--- config.mk ---
export PLATFORM = sky130hd
export DESIGN_NAME = mtg_regs
export DESIGN_NICKNAME = d
export VERILOG_FILES = /design/src/rtl/mt19937_generator_top_assert.svh /design/src/rtl/mtg_pkg.sv /design/src/rtl/mtg_regs.sv
export SDC_FILE = /design/constraint.sdc
export NUM_CORES = 1
export LEC_CHECK = 0
export BUFFER_PORTS_ARGS = -buffer_cell sky130_fd_sc_hd__buf_4
export CORE_ASPECT_RATIO = 0.9
export CORE_MARGIN = 2
export CORE_UTILIZATION = 47
export CTS_BUF_LIST = sky130_fd_sc_hd__clkbuf_8
export CTS_CLUSTER_SIZE = 28
export DETAILED_ROUTE_END_ITERATION = 16
export PLACE_DENSITY = 0.83
export SLEW_MARGIN = 20
export SYNTH_ARGS = -nofsm -noshare
export SYNTH_HDL_FRONTEND = slang
export SYNTH_SLANG_ARGS = --single-unit
--- constraint.sdc ---
create_clock -name clk -period 1.11 [get_ports clk]
set_input_delay 0.111 -clock clk [delete_from_list [all_inputs] [get_ports clk]]
set_output_delay 0.111 -clock clk [all_outputs]
set_load 0.02 [all_outputs]
--- src/rtl/mt19937_generator_top_assert.svh ---
// ----------------------------------------------------------------------------
// MT19937 generator assertion macros
// Shared concurrent assertion forms, clocked on clk, gated by rst_n.
// ----------------------------------------------------------------------------
`ifndef MT19937_GENERATOR_TOP_ASSERT_SVH
`define MT19937_GENERATOR_TOP_ASSERT_SVH

// same-cycle implication
`define MTG_ASSERT_NOW(lbl, ante, cons, msg) \
  lbl: assert property (@(posedge clk) disable iff (!rst_n) (ante) |-> (cons)) \
    else $error(msg);

// next-cycle implication
`define MTG_ASSERT_NEXT(lbl, ante, cons, msg) \
  lbl: assert property (@(posedge clk) disable iff (!rst_n) (ante) |=> (cons)) \
    else $error(msg);

`endif

--- src/rtl/mtg_pkg.sv ---
// ----------------------------------------------------------------------------
// MT19937 generator package
// Sizes, constants, sequencer states and beat types shared by the block.
// ----------------------------------------------------------------------------
`default_nettype none

package mtg_pkg;

  localparam int STATE_WORDS   = 624;
  localparam int MIDDLE_OFFSET = 397;

  localparam int WORD_W    = 32;
  localparam int BOUND_W   = 31;
  localparam int SHIFT_W   = 5;
  localparam int CFG_IDX_W = 3;
  localparam int IDX_W     = $clog2(STATE_WORDS);
  localparam int POS_W     = $clog2(STATE_WORDS + 1);

  localparam logic [IDX_W-1:0] MID_START = IDX_W'(MIDDLE_OFFSET % STATE_WORDS);
  localparam logic [IDX_W-1:0] LAST_IDX  = IDX_W'(STATE_WORDS - 1);
  localparam logic [POS_W-1:0] POS_FULL  = POS_W'(STATE_WORDS);

  localparam logic [WORD_W-1:0] SEED_MULT = 32'd1812433253;
  localparam logic [WORD_W-1:0] HI_MASK   = 32'h8000_0000;
  localparam logic [WORD_W-1:0] LO_MASK   = 32'h7FFF_FFFF;
  localparam int                MIX_SHIFT = 30;
  localparam logic [WORD_W:0]   FULL_WORD = 33'h0_FFFF_FFFF;

  localparam logic [WORD_W-1:0]  RST_SEED     = 32'd5489;
  localparam logic [WORD_W-1:0]  RST_XOR_MASK = 32'h9908_B0DF;
  localparam logic [WORD_W-1:0]  RST_MASK_B   = 32'h9D2C_5680;
  localparam logic [WORD_W-1:0]  RST_MASK_C   = 32'hEFC6_0000;
  localparam logic [SHIFT_W-1:0] RST_SHIFT_U  = 5'd11;
  localparam logic [SHIFT_W-1:0] RST_SHIFT_S  = 5'd7;
  localparam logic [SHIFT_W-1:0] RST_SHIFT_T  = 5'd15;
  localparam logic [SHIFT_W-1:0] RST_SHIFT_L  = 5'd18;

  typedef enum logic [CFG_IDX_W-1:0] {
    REG_SEED,
    REG_XOR_MASK,
    REG_MASK_B,
    REG_MASK_C,
    REG_SHIFT_U,
    REG_SHIFT_S,
    REG_SHIFT_T,
    REG_SHIFT_L
  } cfg_idx_t;

  typedef enum logic [0:0] {
    KIND_DRAW,
    KIND_RESEED
  } kind_t;

  typedef enum logic [3:0] {
    S_IDLE,
    S_SEED0,
    S_SEED_MUL,
    S_SEED_ADD,
    S_TW_PRE,
    S_TW_LD,
    S_TW_RD,
    S_TW_WR,
    S_RD,
    S_T1,
    S_T2,
    S_T3,
    S_T4,
    S_MUL,
    S_OUT
  } state_t;

  typedef struct packed {
    logic [WORD_W-1:0]  seed_value;
    logic [WORD_W-1:0]  twist_xor_mask;
    logic [WORD_W-1:0]  temper_mask_b;
    logic [WORD_W-1:0]  temper_mask_c;
    logic [SHIFT_W-1:0] shift_u;
    logic [SHIFT_W-1:0] shift_s;
    logic [SHIFT_W-1:0] shift_t;
    logic [SHIFT_W-1:0] shift_l;
  } cfg_t;

  typedef struct packed {
    kind_t              kind;
    logic [BOUND_W-1:0] max_value;
  } in_item_t;

  typedef struct packed {
    logic [WORD_W-1:0]  raw_word;
    logic [BOUND_W-1:0] scaled_value;
  } out_item_t;

endpackage

`default_nettype wire

--- src/rtl/mtg_regs.sv ---
// ----------------------------------------------------------------------------
// MT19937 configuration registers
// Write-only register file for seed, twist mask and tempering parameters.
// ----------------------------------------------------------------------------
`default_nettype none

module mtg_regs (
  input  wire logic                           clk,
  input  wire logic                           rst_n,
  input  wire logic                           cfg_we,
  input  wire logic [mtg_pkg::CFG_IDX_W-1:0]  cfg_index,
  input  wire logic [mtg_pkg::WORD_W-1:0]     cfg_data,
  output mtg_pkg::cfg_t                       cfg_r
);
  import mtg_pkg::*;

  cfg_t cfg_nxt;

  always_comb begin
    cfg_nxt = cfg_r;
    if (cfg_we) begin
      unique case (cfg_idx_t'(cfg_index))
        REG_SEED:     cfg_nxt.seed_value     = cfg_data;
        REG_XOR_MASK: cfg_nxt.twist_xor_mask = cfg_data;
        REG_MASK_B:   cfg_nxt.temper_mask_b  = cfg_data;
        REG_MASK_C:   cfg_nxt.temper_mask_c  = cfg_data;
        REG_SHIFT_U:  cfg_nxt.shift_u        = cfg_data[SHIFT_W-1:0];
        REG_SHIFT_S:  cfg_nxt.shift_s        = cfg_data[SHIFT_W-1:0];
        REG_SHIFT_T:  cfg_nxt.shift_t        = cfg_data[SHIFT_W-1:0];
        REG_SHIFT_L:  cfg_nxt.shift_l        = cfg_data[SHIFT_W-1:0];
        default:      cfg_nxt = cfg_r;
      endcase
    end
  end

  always_ff @(posedge clk) begin
    if (!rst_n) begin
      cfg_r.seed_value     <= RST_SEED;
      cfg_r.twist_xor_mask <= RST_XOR_MASK;
      cfg_r.temper_mask_b  <= RST_MASK_B;
      cfg_r.temper_mask_c  <= RST_MASK_C;
      cfg_r.shift_u        <= RST_SHIFT_U;
      cfg_r.shift_s        <= RST_SHIFT_S;
      cfg_r.shift_t        <= RST_SHIFT_T;
      cfg_r.shift_l        <= RST_SHIFT_L;
    end else begin
      cfg_r <= cfg_nxt;
    end
  end

endmodule

`default_nettype wire

-- Yosys cells after proc, flatten, opt, wreduce, memory -nomap -nowiden
Cells that the tools add are included.
- add/sub/neg operators: 0
- multipliers: 0
- div/mod/pow operators: 0
- order comparisons: 0
- equal/unequal tests: 7
- shifts and indexed selects: 0
- multiplexer cells: 0
- bitwise operators: 0
- reduce and logical (&&, ||, !) cells: 9
- operators by type and width (operator ; number):
    $reduce_and A2 Y1 ; 8
    $eq A3 B3 Y1 const B ; 4
    $eq A3 B2 Y1 const B ; 2
    $eq A3 B1 Y1 const B ; 1
    $logic_not A3 Y1 ; 1
- bits in registers: 148
- latch bits: 0
- bits in writable memories: 0
- ROM bits: 0
- output and inout port bits: 148
- memories: 0

-- Longest topological paths before layout
Gate-level depths: netlist of the first run.
- depth in word-level cells: 2
- depth in mapped cells: 5
- mapped depth without buffers: 2

-- Least setup slack after synthesis of the first run
Ideal clock, no wire load.
- kind: in2reg
- start: in cfg_index[0] (netlist name)
- end: reg cfg_r[119] (netlist name)
- setup time: 0.072 ns
- data arrival time: 1.052 ns
- required time: 1.038 ns
- path slack: -0.014 ns
- stages on the path: 4
- cell sequence: buf_6 nor4b_4 buf_6 mux2i_1
- longest elaborated chain between the ends: 2
- ends and longest elaborated chain (item ; RTL line ; source):
    start: declaration ; mtg_regs.sv:11 ; input wire logic [mtg_pkg::CFG_IDX_W-1:0] cfg_index,
    $logic_not A3 Y1 ; mtg_regs.sv:22 ; unique case (cfg_idx_t'(cfg_index))
    $reduce_and A2 Y1 (no line) ; n/a ;
    end signal: assignment ; mtg_regs.sv:47 ; cfg_r <= cfg_nxt;
    end: declaration ; mtg_regs.sv:13 ; output mtg_pkg::cfg_t cfg_r
Every way passes these cells.
A chain may end at the register's enable or synchronous reset.

-- Worst setup path after layout of the first run
- start: reg cfg_r[145] (netlist name)
- end: out cfg_r[145] (netlist name)
No word-level cell between the ends.

==> results.txt, run 1 <==
GR Util All Layers -> 23.92%
Drt first pass iters -> 4
Fmax -> 928.5 MHz
Avg Inst Size Synth -> 10.43 um^2
Num CTS Buffers -> 17
Status -> completed
I/O pin count -> 186
Clk_skew -> 0 ps
Max Buffers Root-to-Sink -> 2
CTS tree -> built
Crit path time final -> 1077 ps
Post-synthesis register bit count -> 148
Pin count of the biggest net entering global routing -> 56
Drt via density -> 4.905
Max Cap Viol -> 0
Die Y -> 109.6 um
Overall Power -> 0.01048 W
Final TNS setup -> 0 ps
Core Region -> 0.01208 mm^2
HPWL Detailed -> 11,070 um
Post-synth EDFFs -> 0
Power Density -> 1261 mW/mm^2
First-pass GRT wire length -> 24,360 um
Setup Viol. Count Final -> 0
Vias in the first global route -> 4,879
R2R depth -> 2
Crit-path leading delay family -> flip-flops
Leakage -> 3.824 nW
Post-synth cell types -> 16
Leading area contributor after synthesis -> dfxtp_1
Synth-to-layout area growth -> 42.75%
Slew Viols, Final -> 0
Final number of hold-violating endpoints -> 0
Filler Cells Inserted -> 899
Reg-to-reg critical path endpoint -> cfg_r[75]
Hold path cells -> 3
Tcrit/Tclk final -> 97.03%
GRT busiest layer -> met2
Crit start category -> flop
Synth top area share -> 50.89%
Skew-Pair Late Insertion Delay -> 440 ps
Synth Instances -> 558
Area of the multi-input gates -> 0.002633 mm^2
R2R setup slack -> 410 ps
Hold_sp -> rst_n
Global routing usage on met1 -> 27.74%
Placement Rows -> 38
Slowest-stage cell, CP -> dfxtp_1
GP Congestion -> 0.8112
I/O Buffers -> 185
FF+latch area -> 0.002999 mm^2
Post-route DRC -> 0
Register name with the most flops -> cfg_r
Worst Hold Class -> in -> reg
Die Wd -> 121.3 um
CP Buf/Inv Count -> 1
Yosys Warn Count -> 0
Critical path endpoint category -> output port
CP Data Arrival Time -> 970 ps
Post-synthesis cell area -> 0.005822 mm^2
Area contributors post-synth -> dfxtp_1, mux2i_1, nor2b_1
Initial Utilization -> 48.21%
Max FFs per register -> 148
Clock root cell -> clkbuf_8
Sequential element share of the synthesized area -> 50.89%
Crit path cell chain -> buf_4
RSZ-0062 raised after global routing -> no
Top Registers -> cfg_r: 148 flops
Post-synth top cells -> dfxtp_1, mux2i_1, nand2_1
Die ar. -> 0.01329 mm^2
Met3 usage in global routing -> 6.898%
Initial antenna violation count -> 0
Routed len/inst -> 16.26 um
Max FO, Critical Path -> 2
FFs w/ async S/R, synth -> 0%
Required time of the critical path -> 1000 ps
Max_slew headroom -> 72.52%
Clock Sinks -> 148
Clock transition at the registers of the reported paths -> 80 ps
H-tree depth -> 4
DRT antenna net count -> 0
Synth Net Count -> 596
WHS Endpoint -> cfg_r[21]
Critical path class -> reg -> out
Worst r2r src -> cfg_r[75]
GRT Residual Overflow -> 0
Number of diodes -> 0
Via count -> 4,704
Met2 usage -> 41.01%
CP Launch Point -> cfg_r[145]
Worst VDD drop -> 695.8 uV
Max incr delay on CP -> 360 ps
WL final -> 15,590 um
Least-Margin Pin Slew -> 411.4 ps
Predominant post-synthesis flop cell -> dfxtp_1
Nets@finish -> 824
Initial DRC Count -> 239
Share of post-route cells with drive strength above 1 -> 35.54%
-- cell type report --
class / instances / share of cell area [%]
clock inverters: 13 / 1.114
repair buffers: 251 / 25.56
well taps: 160 / 2.409
clock buffers: 19 / 3.147
flip-flops and latches: 148 / 36.09
multi-input cells: 368 / 31.68
-- cells in the final DEF, fill, tap and decap left out, drive strengths merged --
| master | Yosys | layout |
|---|---|---|
| buf | 30 | 220 |
| mux2i | 148 | 148 |
| dfxtp | 148 | 148 |
| nand2 | 122 | 122 |
| nor2b | 87 | 87 |
| dlygate4sd3 | 0 | 31 |
| clkbuf | 12 | 19 |
| clkinv | 0 | 8 |
| nand4bb | 3 | 3 |
| nand4b | 3 | 3 |
| inv | 0 | 2 |
| clkinvlp | 0 | 2 |
| nor4b | 1 | 1 |
| and4bb | 1 | 1 |
| nor4bb | 1 | 1 |
| and4b | 1 | 1 |
| nand4 | 1 | 1 |
| bufinv | 0 | 1 |
-- cell families after synthesis --
group	count (synthesis)	share of synthesized area [%]
AND/OR/NAND/NOR	220	19.43
flip-flops	148	50.89
buffers and inverters	42	4.234
multiplexers	148	25.45
-- where the power goes --
part	internal, W	total (W)	leakage (nW)	switching, W
combinational	0.000593	0.00120	2.43	0.000607
clock	0.00184	0.00378	0.193	0.00194
sequential	0.00543	0.00550	1.20	0.0000714
total	0.00786	0.0105	3.82	0.00262
-- per-layer routing --
metal | routed length (um) | vias up
li1 | - | 2292
met1 | 6525 | 2237
met2 | 7703 | 144
met3 | 936 | 31
met4 | 425 | 0
met5 | 0 | -
-- timing repair --
action,CTS,global route
endpoints found under the hold margin,113,0
resized for setup,0,29
hold buffers,31,0
buffers inserted,0,0
setup endpoints to repair,0,29
-- worst max path at each step --
stage,end,slack (ps),cells past startpoint
after CTS,cfg_r[81],10,1
after detailed placement,cfg_r[133],-130,4
after global routing,cfg_r[132],0.4,1
final,cfg_r[145],30,1
after global placement,cfg_r[125],-60,4
after floorplan,cfg_r[119],-9,4
-- worst min-delay path: cells and delay by family --
family,cells,cell delay [ps]
muxes,1,50
buffers and inverters,1,170
and+or+nand+nor,1,80
-- through the flow --
step / hold slack [ps] / instance area (um^2) / cells / util, % / worst slack (ps)
floorplan: 253.1 / 5826 / 558 / - / -8.736
global placement: 374.6 / 7610 / 896 / 63.01 / -59.31
detailed placement: 389.8 / 7610 / 896 / 63.01 / -127.8
finish: 18.34 / 8310 / 959 / 68.81 / 32.97
global route: 12.26 / 8310 / 959 / 68.81 / 0.4182
CTS: 1.398 / 8274 / 959 / 68.51 / 11.79
(Power assumes the default switching activity.)
==> run 2: changes to the inputs <==
Settings changed: CORE_UTILIZATION 47 to 57, PLACE_DENSITY 0.83 to 0.93.
Clock period 1.11 ns to 1.35 ns, I/O delays scaled along.
==> results.txt, run 2 (synthesis results as in run 1) <==
I/O Buffers -> 185 (unchanged)
Setup Viol. Count Final -> 0 (unchanged)
Drt via density -> 5.117 (+4.3%)
Max Cap Viol -> 0 (unchanged)
H-tree depth -> 4 (unchanged)
HPWL Detailed -> 10,590 um (-4.3%)
Die ar. -> 0.01104 mm^2 (-17%)
Critical path class -> reg -> out
RSZ-0062 raised after global routing -> no
Skew-Pair Late Insertion Delay -> 420 ps (-20 ps)
Slew Viols, Final -> 0 (unchanged)
Num CTS Buffers -> 17 (unchanged)
Nets@finish -> 805 (-2.3%)
Top Registers -> cfg_r: 148 flops
Critical path endpoint category -> output port
Least-Margin Pin Slew -> 449.3 ps (+37.87 ps)
Non-filler instance count after layout -> 905 (-5.6%)
CTS tree -> built
Required time of the critical path -> 1220 ps (+220 ps)
Worst VDD drop -> 661.0 uV (-5.0%)
Initial DRC Count -> 244 (+2.1%)
Number of diodes -> 0 (unchanged)
Status -> completed
Fmax -> 922.2 MHz
Worst Hold Class -> in -> reg
Clock transition at the registers of the reported paths -> 80 ps (about the same)
I/O pin count -> 186 (unchanged)
Clock Sinks -> 148 (unchanged)
FF+latch area -> 0.002963 mm^2 (-1.2%)
Drt first pass iters -> 4 (unchanged)
Max Buffers Root-to-Sink -> 2 (unchanged)
WHS -> 38.30 ps (+19.96 ps)
Post-route DRC -> 0 (unchanged)
First-pass GRT wire length -> 23,850 um (-2.1%)
WL final -> 14,990 um (-3.9%)
Initial antenna violation count -> 0 (unchanged)
Max FFs per register -> 148 (unchanged)
CP Data Arrival Time -> 950 ps (-20 ps)
Die Wd -> 110.5 um (-8.9%)
Area of the multi-input gates -> 0.002633 mm^2 (unchanged)
Tcrit/Tclk final -> 80.32%
Power Density -> 1072 mW/mm^2 (-15%)
Max FO, Critical Path -> 2 (unchanged)
Register name with the most flops -> cfg_r
Final Util -> 81.91% (+13 points)
Highest-count cells in the layout ignoring fill and taps -> buf_4, mux2i_1, dfxtp_1
CP Buf/Inv Count -> 1 (unchanged)
GR Util All Layers -> 27.01% (+3.1 points)
DRT antenna net count -> 0 (unchanged)
Crit start category -> flop
Core Region -> 0.009784 mm^2 (-19%)
Routed len/inst -> 16.56 um (+1.9%)
Die Y -> 99.88 um (-8.9%)
Final number of hold-violating endpoints -> 0 (unchanged)
Via count -> 4,631 (-1.6%)
Slowest-stage cell, CP -> dfxtp_1
Share of post-route cells with drive strength above 1 -> 30.55% (-5.0 points)
Vias in the first global route -> 4,794 (-1.7%)
Final TNS setup -> 0 ps (unchanged)
Pin count of the biggest net entering global routing -> 47 (-16%)
Crit path cell chain -> buf_4
Max incr delay on CP -> 370 ps (about the same)
Placement Rows -> 34 (-11%)
Synth-to-layout area growth -> 37.65%
Initial Utilization -> 59.50% (+11 points)
Max_slew headroom -> 69.96% (-2.6 points)
GRT Residual Overflow -> 0 (unchanged)
Crit-path leading delay family -> flip-flops
Clk_skew -> 0 ps (unchanged)
Overall Power -> 0.008589 W (-18%)
Commonest non-fill, non-tap cell in the layout -> buf_4
Leakage -> 3.706 nW (-3.1%)
GP Congestion -> 0.7989 (-1.5%)
Number of cells after detailed placement -> 847 (-5.5%)
Crit path time final -> 1084 ps
Filler Cells Inserted -> 580 (-35%)
Clock root cell -> clkbuf_8
run 2: changes by cell type in the layout (fill, tap and decap cells not counted), sizes merged:
| cell | before | now |
|---|---|---|
| buf | 220 | 205 |
| dlygate4sd3 | 31 | 27 |
| clkinv | 8 | 5 |
| clkbuf | 19 | 20 |
| inv | 2 | 3 |
run 2: path summary, 6_finish.rpt:
kind | endpoint | slack [ps] | startpoint | cells after the start
setup / recovery | cfg_r[3] | 270 | cfg_r[3] | 1
setup reg to reg | cfg_r[1] | 650 | cfg_r[1] | 2
hold reg to reg | cfg_r[130] | 460 | cfg_r[130] | 2
hold / removal | cfg_r[104] | 40 | cfg_data[20] | 3
run 2: worst reg2reg max path: stages (launching register included):
cell     delay (ps)
dfxtp_1         320
nor2b_1         150
mux2i_1         100
run 2: metrics by stage:
| stage | area [um^2] | setup slack [ps] |
|---|---|---|
| after floorplan | 5822 | 202.3 |
| after global placement | 7380 | 124.7 |
| after detailed placement | 7380 | 26.92 |
| after CTS | 8014 | 259.1 |
| after global routing | 8014 | 216.4 |
| final | 8014 | 265.6 |
run 2: where the power goes:
group	total, W	switching (W)	internal, W
combinational	0.000928	0.000484	0.000444
sequential	0.00452	0.0000559	0.00446
clock	0.00314	0.00157	0.00157
run 2: routing by layer:
layer  up-vias  wire length, um  part of all wire, %  track usage, %
met4         0              190                  1.3           8.269
met2       139             7492                   50           48.14
li1       2253                -                    -               -
met3        15             1072                  7.2           9.541
met1      2224             6229                   42           30.75
met5         -                0                    0               0
run 2: timing repair:
action,in CTS,in global routing
hold endpoints to repair,42,0
gates resized for setup,0,0
hold buffers,27,0
setup buffers,0,0
run 2: cell type report:
class | count | area share, %
Clock buffer | 20 | 3.435
Clock inverter | 11 | 1.109
Multi-Input combinational cell | 368 | 32.85
Sequential cell | 148 | 36.97
Tap cell | 126 | 1.967
Timing Repair Buffer | 232 | 23.67
